--- src/broken_down_time_to_epoch_top_assert.svh ---
// ----------------------------------------------------------------------------
// Assertion macros for the date-to-epoch converter
// Concurrent checks that drop out of synthesis builds.
// ----------------------------------------------------------------------------
`ifndef BROKEN_DOWN_TIME_TO_EPOCH_TOP_ASSERT_SVH
`define BROKEN_DOWN_TIME_TO_EPOCH_TOP_ASSERT_SVH

`ifndef SYNTHESIS

// same-cycle implication, ignored while reset is high
`define BDTE_ASSERT_IMPLY(label, clk, rst, ante, cons) \
  label: assert property (@(posedge clk) disable iff (rst) (ante) |-> (cons)) \
    else $error("bdte: implication check failed");

// next-cycle implication, checked through reset as well
`define BDTE_ASSERT_NEXT(label, clk, ante, cons) \
  label: assert property (@(posedge clk) (ante) |=> (cons)) \
    else $error("bdte: next-cycle check failed");

`else

`define BDTE_ASSERT_IMPLY(label, clk, rst, ante, cons)
`define BDTE_ASSERT_NEXT(label, clk, ante, cons)

`endif

`endif

--- src/bdte_pkg.sv ---
// ----------------------------------------------------------------------------
// bdte_pkg
// Types, calendar constants and helper functions for the epoch converter.
// ----------------------------------------------------------------------------
package bdte_pkg;

  localparam logic [5:0]  SEC_MAX        = 6'd59;
  localparam logic [5:0]  MIN_MAX        = 6'd59;
  localparam logic [4:0]  HOUR_MAX       = 5'd23;
  localparam logic [3:0]  MONTH_MAX      = 4'd11;
  localparam logic [3:0]  MONTH_FEB      = 4'd1;
  localparam logic [7:0]  YEAR_FIRST     = 8'd70;
  localparam logic [7:0]  YEAR_LAST      = 8'd205;
  localparam logic [7:0]  YEAR_LEAP_BASE = 8'd69;
  localparam logic [7:0]  YEAR_2001      = 8'd101;
  localparam logic [7:0]  YEAR_2101      = 8'd201;
  localparam logic [7:0]  YEAR_2100      = 8'd200;
  localparam logic [15:0] MONTH31_MASK   = 16'h0AD5;
  localparam logic [15:0] DAYS_PER_YEAR  = 16'd365;
  localparam logic [16:0] SECS_PER_HOUR  = 17'd3600;
  localparam logic [16:0] SECS_PER_MIN   = 17'd60;
  localparam logic [16:0] SECS_PER_DAY   = 17'd86400;
  localparam logic [16:0] EPOCH_WEEKDAY  = 17'd4;
  localparam logic [31:0] EPOCH_INVALID  = 32'hFFFF_FFFF;

  // stage 1 -> stage 2
  typedef struct packed {
    logic [15:0] year_days;
    logic [8:0]  yday;
    logic [16:0] tod;
    logic        ok;
  } date_parts_t;

  // stage 2 -> stage 3 (inside the day unit)
  typedef struct packed {
    logic [15:0] days;
    logic [8:0]  yday;
    logic [16:0] tod;
    logic        ok;
  } day_count_t;

  // stage 3 -> output stage
  typedef struct packed {
    logic [31:0] day_secs;
    logic [2:0]  weekday;
    logic [8:0]  yday;
    logic [16:0] tod;
    logic        ok;
  } day_secs_t;

  function automatic logic [8:0] days_before_month(input logic [3:0] mon);
    logic [8:0] d;
    case (mon)
      4'd0:    d = 9'd0;
      4'd1:    d = 9'd31;
      4'd2:    d = 9'd59;
      4'd3:    d = 9'd90;
      4'd4:    d = 9'd120;
      4'd5:    d = 9'd151;
      4'd6:    d = 9'd181;
      4'd7:    d = 9'd212;
      4'd8:    d = 9'd243;
      4'd9:    d = 9'd273;
      4'd10:   d = 9'd304;
      4'd11:   d = 9'd334;
      default: d = 9'd0;
    endcase
    return d;
  endfunction

  // 8 is 1 mod 7, so octal digit sums keep the remainder
  function automatic logic [2:0] mod7(input logic [16:0] x);
    logic [5:0] s1;
    logic [3:0] s2;
    logic [3:0] s3;
    s1 = 6'(x[2:0]) + 6'(x[5:3]) + 6'(x[8:6]) + 6'(x[11:9]) + 6'(x[14:12])
       + 6'(x[16:15]);
    s2 = 4'(s1[2:0]) + 4'(s1[5:3]);
    s3 = 4'(s2[2:0]) + 4'(s2[3]);
    return (s3 >= 4'd7) ? 3'(s3 - 4'd7) : s3[2:0];
  endfunction

endpackage

--- src/broken_down_time_to_epoch_top.sv ---
// Throughput: one transaction per cycle; the four stages advance together and
// freeze only while the output register holds a result that is not taken.
// The day-count multiply by 86400 sets the stage depth.
// Reset clears all stage valid bits; the data registers are not reset.
// ----------------------------------------------------------------------------
// broken_down_time_to_epoch_top
// Converts a broken-down UTC date and time into seconds since 1970-01-01,
// with day of year, weekday and a validity flag.
// ----------------------------------------------------------------------------
`include "broken_down_time_to_epoch_top_assert.svh"

module broken_down_time_to_epoch_top (
  input  logic        clk,
  input  logic        rst,
  input  logic        s_tvalid,
  output logic        s_tready,
  // second[5:0], minute[11:6], hour[16:12], day_of_month[21:17],
  // month[25:22], year_since_1900[33:26], zero[39:34]
  input  logic [39:0] s_tdata,
  output logic        m_tvalid,
  input  logic        m_tready,
  // epoch_seconds[31:0], day_of_year[40:32], weekday[43:41],
  // valid_res[44], zero[47:45]
  output logic [47:0] m_tdata
);
  import bdte_pkg::*;

  logic        en;
  logic        f_valid;
  date_parts_t parts;
  logic        d_valid;
  day_secs_t   secs;

  logic [31:0] epoch_seconds;
  logic [8:0]  day_of_year;
  logic [2:0]  weekday;
  logic        valid_res;

  // advance every stage unless the output holds an untaken result
  assign en       = !m_tvalid || m_tready;
  assign s_tready = en;

  bdte_field_stage u_field (
    .clk             (clk),
    .rst             (rst),
    .en              (en),
    .in_valid        (s_tvalid),
    .second          (s_tdata[5:0]),
    .minute          (s_tdata[11:6]),
    .hour            (s_tdata[16:12]),
    .day_of_month    (s_tdata[21:17]),
    .month           (s_tdata[25:22]),
    .year_since_1900 (s_tdata[33:26]),
    .out_valid       (f_valid),
    .parts           (parts)
  );

  bdte_day_stage u_day (
    .clk       (clk),
    .rst       (rst),
    .en        (en),
    .in_valid  (f_valid),
    .parts     (parts),
    .out_valid (d_valid),
    .secs      (secs)
  );

  always_ff @(posedge clk) begin
    if (rst) begin
      m_tvalid <= 1'b0;
    end else if (en) begin
      m_tvalid <= d_valid;
    end
  end

  always_ff @(posedge clk) begin
    if (en) begin
      if (secs.ok) begin
        epoch_seconds <= secs.day_secs + 32'(secs.tod);
        day_of_year   <= secs.yday;
        weekday       <= secs.weekday;
      end else begin
        epoch_seconds <= EPOCH_INVALID;
        day_of_year   <= 9'd0;
        weekday       <= 3'd0;
      end
      valid_res <= secs.ok;
    end
  end

  assign m_tdata = {3'b000, valid_res, weekday, day_of_year, epoch_seconds};

  `BDTE_ASSERT_IMPLY(a_invalid_all_ones, clk, rst, m_tvalid && !valid_res, epoch_seconds == EPOCH_INVALID)
  `BDTE_ASSERT_IMPLY(a_invalid_zeros, clk, rst, m_tvalid && !valid_res, (day_of_year == 9'd0) && (weekday == 3'd0))
  `BDTE_ASSERT_IMPLY(a_valid_ranges, clk, rst, m_tvalid && valid_res, (day_of_year <= 9'd365) && (weekday <= 3'd6))
  `BDTE_ASSERT_NEXT(a_reset_empty, clk, rst, !m_tvalid && !f_valid && !d_valid)

endmodule

--- src/bdte_field_stage.sv ---
// ----------------------------------------------------------------------------
// bdte_field_stage
// First stage: range checks, month length, day of year, year offset in days
// and time of day in seconds.
// ----------------------------------------------------------------------------
module bdte_field_stage (
  input  logic                 clk,
  input  logic                 rst,
  input  logic                 en,
  input  logic                 in_valid,
  input  logic [5:0]           second,
  input  logic [5:0]           minute,
  input  logic [4:0]           hour,
  input  logic [4:0]           day_of_month,
  input  logic [3:0]           month,
  input  logic [7:0]           year_since_1900,
  output logic                 out_valid,
  output bdte_pkg::date_parts_t parts
);
  import bdte_pkg::*;

  logic        leap;
  logic [4:0]  mlen;
  logic        ok;
  logic [7:0]  year_off;
  logic [7:0]  leap_cnt;
  logic [15:0] c100;
  logic [15:0] c400;
  date_parts_t parts_next;

  always_comb begin
    // 1900 is outside the range, 2000 is a leap year, 2100 is not
    leap = (year_since_1900[1:0] == 2'b00) && (year_since_1900 != YEAR_2100);
    if (month == MONTH_FEB) begin
      mlen = 5'd28 + 5'(leap);
    end else begin
      mlen = 5'd30 + 5'(MONTH31_MASK[month]);
    end
    ok = (second <= SEC_MAX) && (minute <= MIN_MAX) && (hour <= HOUR_MAX) &&
         (day_of_month != 5'd0) && (month <= MONTH_MAX) &&
         (year_since_1900 >= YEAR_FIRST) && (year_since_1900 <= YEAR_LAST) &&
         (day_of_month <= mlen);

    year_off = year_since_1900 - YEAR_FIRST;
    leap_cnt = 8'(year_since_1900 - YEAR_LEAP_BASE) >> 2;
    c100 = 16'(year_since_1900 >= YEAR_2001) + 16'(year_since_1900 >= YEAR_2101);
    c400 = 16'(year_since_1900 >= YEAR_2001);

    parts_next.year_days = 16'(16'(year_off) * DAYS_PER_YEAR) + 16'(leap_cnt)
                         - c100 + c400;
    parts_next.yday = days_before_month(month) + 9'(leap && (month > MONTH_FEB))
                    + 9'(day_of_month) - 9'd1;
    parts_next.tod = 17'(17'(hour) * SECS_PER_HOUR) + 17'(17'(minute) * SECS_PER_MIN)
                   + 17'(second);
    parts_next.ok = ok;
  end

  always_ff @(posedge clk) begin
    if (rst) begin
      out_valid <= 1'b0;
    end else if (en) begin
      out_valid <= in_valid;
    end
  end

  always_ff @(posedge clk) begin
    if (en) begin
      parts <= parts_next;
    end
  end

endmodule

--- src/bdte_day_stage.sv ---
// ----------------------------------------------------------------------------
// bdte_day_stage
// Second and third stages: day count since the epoch, then its product with
// the seconds per day and the weekday.
// ----------------------------------------------------------------------------
module bdte_day_stage (
  input  logic                  clk,
  input  logic                  rst,
  input  logic                  en,
  input  logic                  in_valid,
  input  bdte_pkg::date_parts_t parts,
  output logic                  out_valid,
  output bdte_pkg::day_secs_t   secs
);
  import bdte_pkg::*;

  logic       cnt_valid;
  day_count_t cnt;
  day_count_t cnt_next;
  day_secs_t  secs_next;

  always_comb begin
    cnt_next.days = parts.year_days + 16'(parts.yday);
    cnt_next.yday = parts.yday;
    cnt_next.tod  = parts.tod;
    cnt_next.ok   = parts.ok;
  end

  always_comb begin
    secs_next.day_secs = 32'(32'(cnt.days) * 32'(SECS_PER_DAY));
    secs_next.weekday  = mod7(17'(cnt.days) + EPOCH_WEEKDAY);
    secs_next.yday     = cnt.yday;
    secs_next.tod      = cnt.tod;
    secs_next.ok       = cnt.ok;
  end

  always_ff @(posedge clk) begin
    if (rst) begin
      cnt_valid <= 1'b0;
      out_valid <= 1'b0;
    end else if (en) begin
      cnt_valid <= in_valid;
      out_valid <= cnt_valid;
    end
  end

  always_ff @(posedge clk) begin
    if (en) begin
      cnt  <= cnt_next;
      secs <= secs_next;
    end
  end

endmodule

--- config.mk ---
export PLATFORM = sky130hd
export DESIGN_NAME = broken_down_time_to_epoch_top
export DESIGN_NICKNAME = d
export VERILOG_FILES = /design/src/bdte_pkg.sv /design/src/broken_down_time_to_epoch_top.sv /design/src/bdte_field_stage.sv /design/src/bdte_day_stage.sv
export VERILOG_INCLUDE_DIRS = /design/src /design/src/src
export SDC_FILE = /design/constraint.sdc
export NUM_CORES = 1
export LEC_CHECK = 0
export BUFFER_PORTS_ARGS = -buffer_cell sky130_fd_sc_hd__buf_4
export CAP_MARGIN = 20
export CORE_MARGIN = 1.5
export CORE_UTILIZATION = 40
export CTS_BUF_LIST = sky130_fd_sc_hd__clkbuf_16
export DETAILED_ROUTE_END_ITERATION = 8
export PLACE_DENSITY = 0.63
export SYNTH_ARGS = -nofsm -noshare
export SYNTH_HDL_FRONTEND = slang
export SYNTH_SLANG_ARGS = --single-unit
--- constraint.sdc ---
create_clock -name clk -period 8.3 [get_ports clk]
set_input_delay 0.415 -clock clk [delete_from_list [all_inputs] [get_ports clk]]
set_output_delay 0.415 -clock clk [all_outputs]
set_load 0.02 [all_outputs]
==> results.md <==
- Post-Syn Instances: about 1.4k
- Setup TNS: 0 ns
- DRC viols: 0
- Number of global-route vias before repair: around 10k
- Largest net degree at the start of global routing: 192
- Clock Latency Late Sink: approximately 0.44 ns
- CTS tree: yes
- Met2 Use GR: 24.3%
- Synth area leaders: edfxtp_1 36%, ha_1 20%, fa_1 11%
- Status: completed
- Buf/Inv on CP: 3
- Routed wire length: 26900 µm
- Antenna violation net count after detailed routing: 0
- # resized after CTS: 0
- P&R area growth vs syn: 11.9%
- Number of port buffers: 84
- Cell with the most instances after synthesis: inv_1
- Nets: 1885
- Ys async rst share: 0%
- Non-filler cells, final: between 2k and 2.5k
- Flops & latches, synth: 190
- Sequential area share after synthesis: 36.4%
- Cells after DPL: 2009
- Relative slew slack: 32.2%
- Slowest cell on the critical path: fa_1
- CTS Hold Bufs: 0
- CP required: 8.49 ns
- Ys Warns: 0
- Maximum clock rate: 158 MHz
- H-tree levels: 4
- Antenna cells: 0
- Pins Over Slew Limit: 0
- Crit Path Class: register to register
- Post-Syn Area: 15500 µm²
- Post-synth EDFFs: approximately 190
- Most used DFF post-synth: edfxtp_1
- Chip width: 200 µm
- Syn Area/Cell: 10.9 µm²
- Die H: 200 µm
- First-pass GRT wire length: around 47000 µm
- I/O pin count: 94
- DIE AREA: 40100 µm²
- Fill cell total of the finished layout: ~3.5k
- Met1 usage: 18.3%
- Setup WS post-layout: a little under 2 ns
- GPL Wtd Cong: 0.851
- Pre-CTS setup slack: approximately 2 ns
- Worst slew pin tran: 1.02 ns
- Vias per Instance: between 4 and 5
- Yosys top cell area share: 35.9%
- RSZ-0062 raised after global routing: false
- Core area: 38500 µm²
- Fin crit share: 76.2%
- Max Cap Viol: 0
- Clock slew at reported path FFs: 0.09 ns
- HP Class: primary input to register
- Most used cell, CP: ha_1
- Worst setup SP type: register
- Worst endpoint data arrival time: 6.52 ns
- Min cycle time layout: 6.33 ns
- Final hold slack: ~0.15 ns
- 1st-iter DRT viols: 520
- Most common library cells after synthesis: 245 x inv_1, 243 x ha_1, 186 x edfxtp_1, 92 x xnor2_1, 88 x fa_1
- Setup violations, final: 0
- Area of the multi-input gates: 8860 µm²
- Final Hold Fails: 0
- CP endpoint kind: register
- CTS sink cnt: 190
- Site Rows: 72
- Met3 Resource Use GR: 2.15%
- Post-CTS Setup Bufs: 0
- Synth unique cells: 69
- Dominant cell type by area after synthesis: edfxtp_1
- Area occupied by registers: between 5000 and 6000 µm²
- CTS max path bufs: 2
- GRT Total Usage: 14.1%
- Initial antenna violation count: 0
- Worst Skew: roughly 0.017 ns
- Crit-path cells: ha_1 > ha_1 > inv_1 > fa_1 > xnor2_1 > xnor2_1 > fa_1 > inv_1 > fa_1 > inv_1 > ha_1 > a21o_1 > a21oi_1 > xnor2_1 > ha_1 > a21o_1 > a21o_1 > ha_1 > ha_1 > ha_1 > a22oi_1 > a21oi_1 > mux2_2
- Clk root buf: clkbuf_16
- Global route overflow: 0
- Initial cell density of the core: 40.4%
- Vias: 9855
- CP max FO: 8
- Slowest Stage Delay on Critical Path: 0.55 ns
- Most Crowded Layer GR: met2
- Hpwl dp: around 22000 µm
- CTS Buf Count: 17
- First-pass iteration count of the detailed router: 5
- Ratio of cells with drive above 1 in the final layout: 8.93%
- DR WL/cell: 13.2 µm
- Worst path top cell family by delay: adder cells
per-stage QoR:
stage	instance area [µm²]	utilization, %
floorplan	15600	-
global placement	16700	43.5
detailed placement	16700	43.5
CTS	17400	45.2
global route	17400	45.2
finish	17400	45.2
area by class of cell:
class,instances,share of cell area (%)
Multi-Input combinational cell,970,50.9
Inverter,245,5.28
Clock inverter,15,1.31
Tap cell,518,3.72
Timing Repair Buffer,86,3.78
Sequential cell,190,32.6
Clock buffer,17,2.44
worst paths after layout:
path | start | endpoint | slack, ns | cells after the start
worst max-delay path | u_day.cnt[29] | u_day.secs[28] | 1.97 | 23
worst min-delay path | rst | m_tvalid | 0.15 | 2
worst max register to register | u_day.cnt[29] | u_day.secs[28] | 1.97 | 23
worst min register to register | u_day.cnt[10] | u_day.secs[10] | 0.42 | 0
metal layers:
layer / wire length (µm) / share of wire, %
met1: 12600 / 47
met2: 13200 / 49
met3: 715 / 2.7
met4: 368 / 1.4
met5: 0 / 0
worst reg2reg max path, cell delays in order (launching register included):
cell and delay (ns):
edfxtp_1 0.53, ha_1 0.43, ha_1 0.21, inv_1 0.06, fa_1 0.37, xnor2_1 0.14, xnor2_1 0.18, fa_1 0.55
inv_1 0.06, fa_1 0.53, inv_1 0.05, ha_1 0.33, a21o_1 0.17, a21oi_1 0.20, xnor2_1 0.20, ha_1 0.29
a21o_1 0.16, a21o_1 0.17, ha_1 0.22, ha_1 0.30, ha_1 0.23, a22oi_1 0.09, a21oi_1 0.25, mux2_2 0.36
placed cells by master, fill, tap and decap left out, types with 9 or more instances in the layout:
cell,netlist,layout
or3_1,9,9
nand2b_1,16,15
xor2_1,29,29
nor2_1,60,60
a21oi_1,75,75
nor2b_1,13,13
o21a_1,12,12
edfxtp_1,186,186
nand4_1,12,12
nor3_1,12,12
nand3_1,21,21
and3_1,12,12
o21bai_1,12,12
a21o_1,29,29
and2_1,18,18
fa_1,88,88
o21ai_0,53,53
a211oi_1,11,11
xnor2_1,92,92
clkbuf_16,0,17
nand2_1,66,66
ha_1,243,243
buf_4,5,85
inv_1,245,245
registers in the layout, indices dropped and copies added, names as in the netlist, 3 cells and up:
| signal | flops |
|---|---|
| weekday | 3 |
| u_day.secs | 55 |
| u_field.parts | 43 |
| epoch_seconds | 32 |
| day_of_year | 9 |
| u_day.cnt | 43 |
cell families (layout without fill, tap and decap cells):
logic type	count (synthesis)	count (layout)	share of synthesized area [%]
flops	190	190	36.4
mux	6	6	0.402
simple gates	254	254	8.01
buf+inv	266	363	6.67
xor+xnor	121	121	6.82
compound gates	255	255	10.7
fa+ha+maj	331	331	30.9
other cells	1	3	0.0241
Power is not shown: default switching activity piles up to over one toggle a cycle in this logic, so the estimate is an artifact.
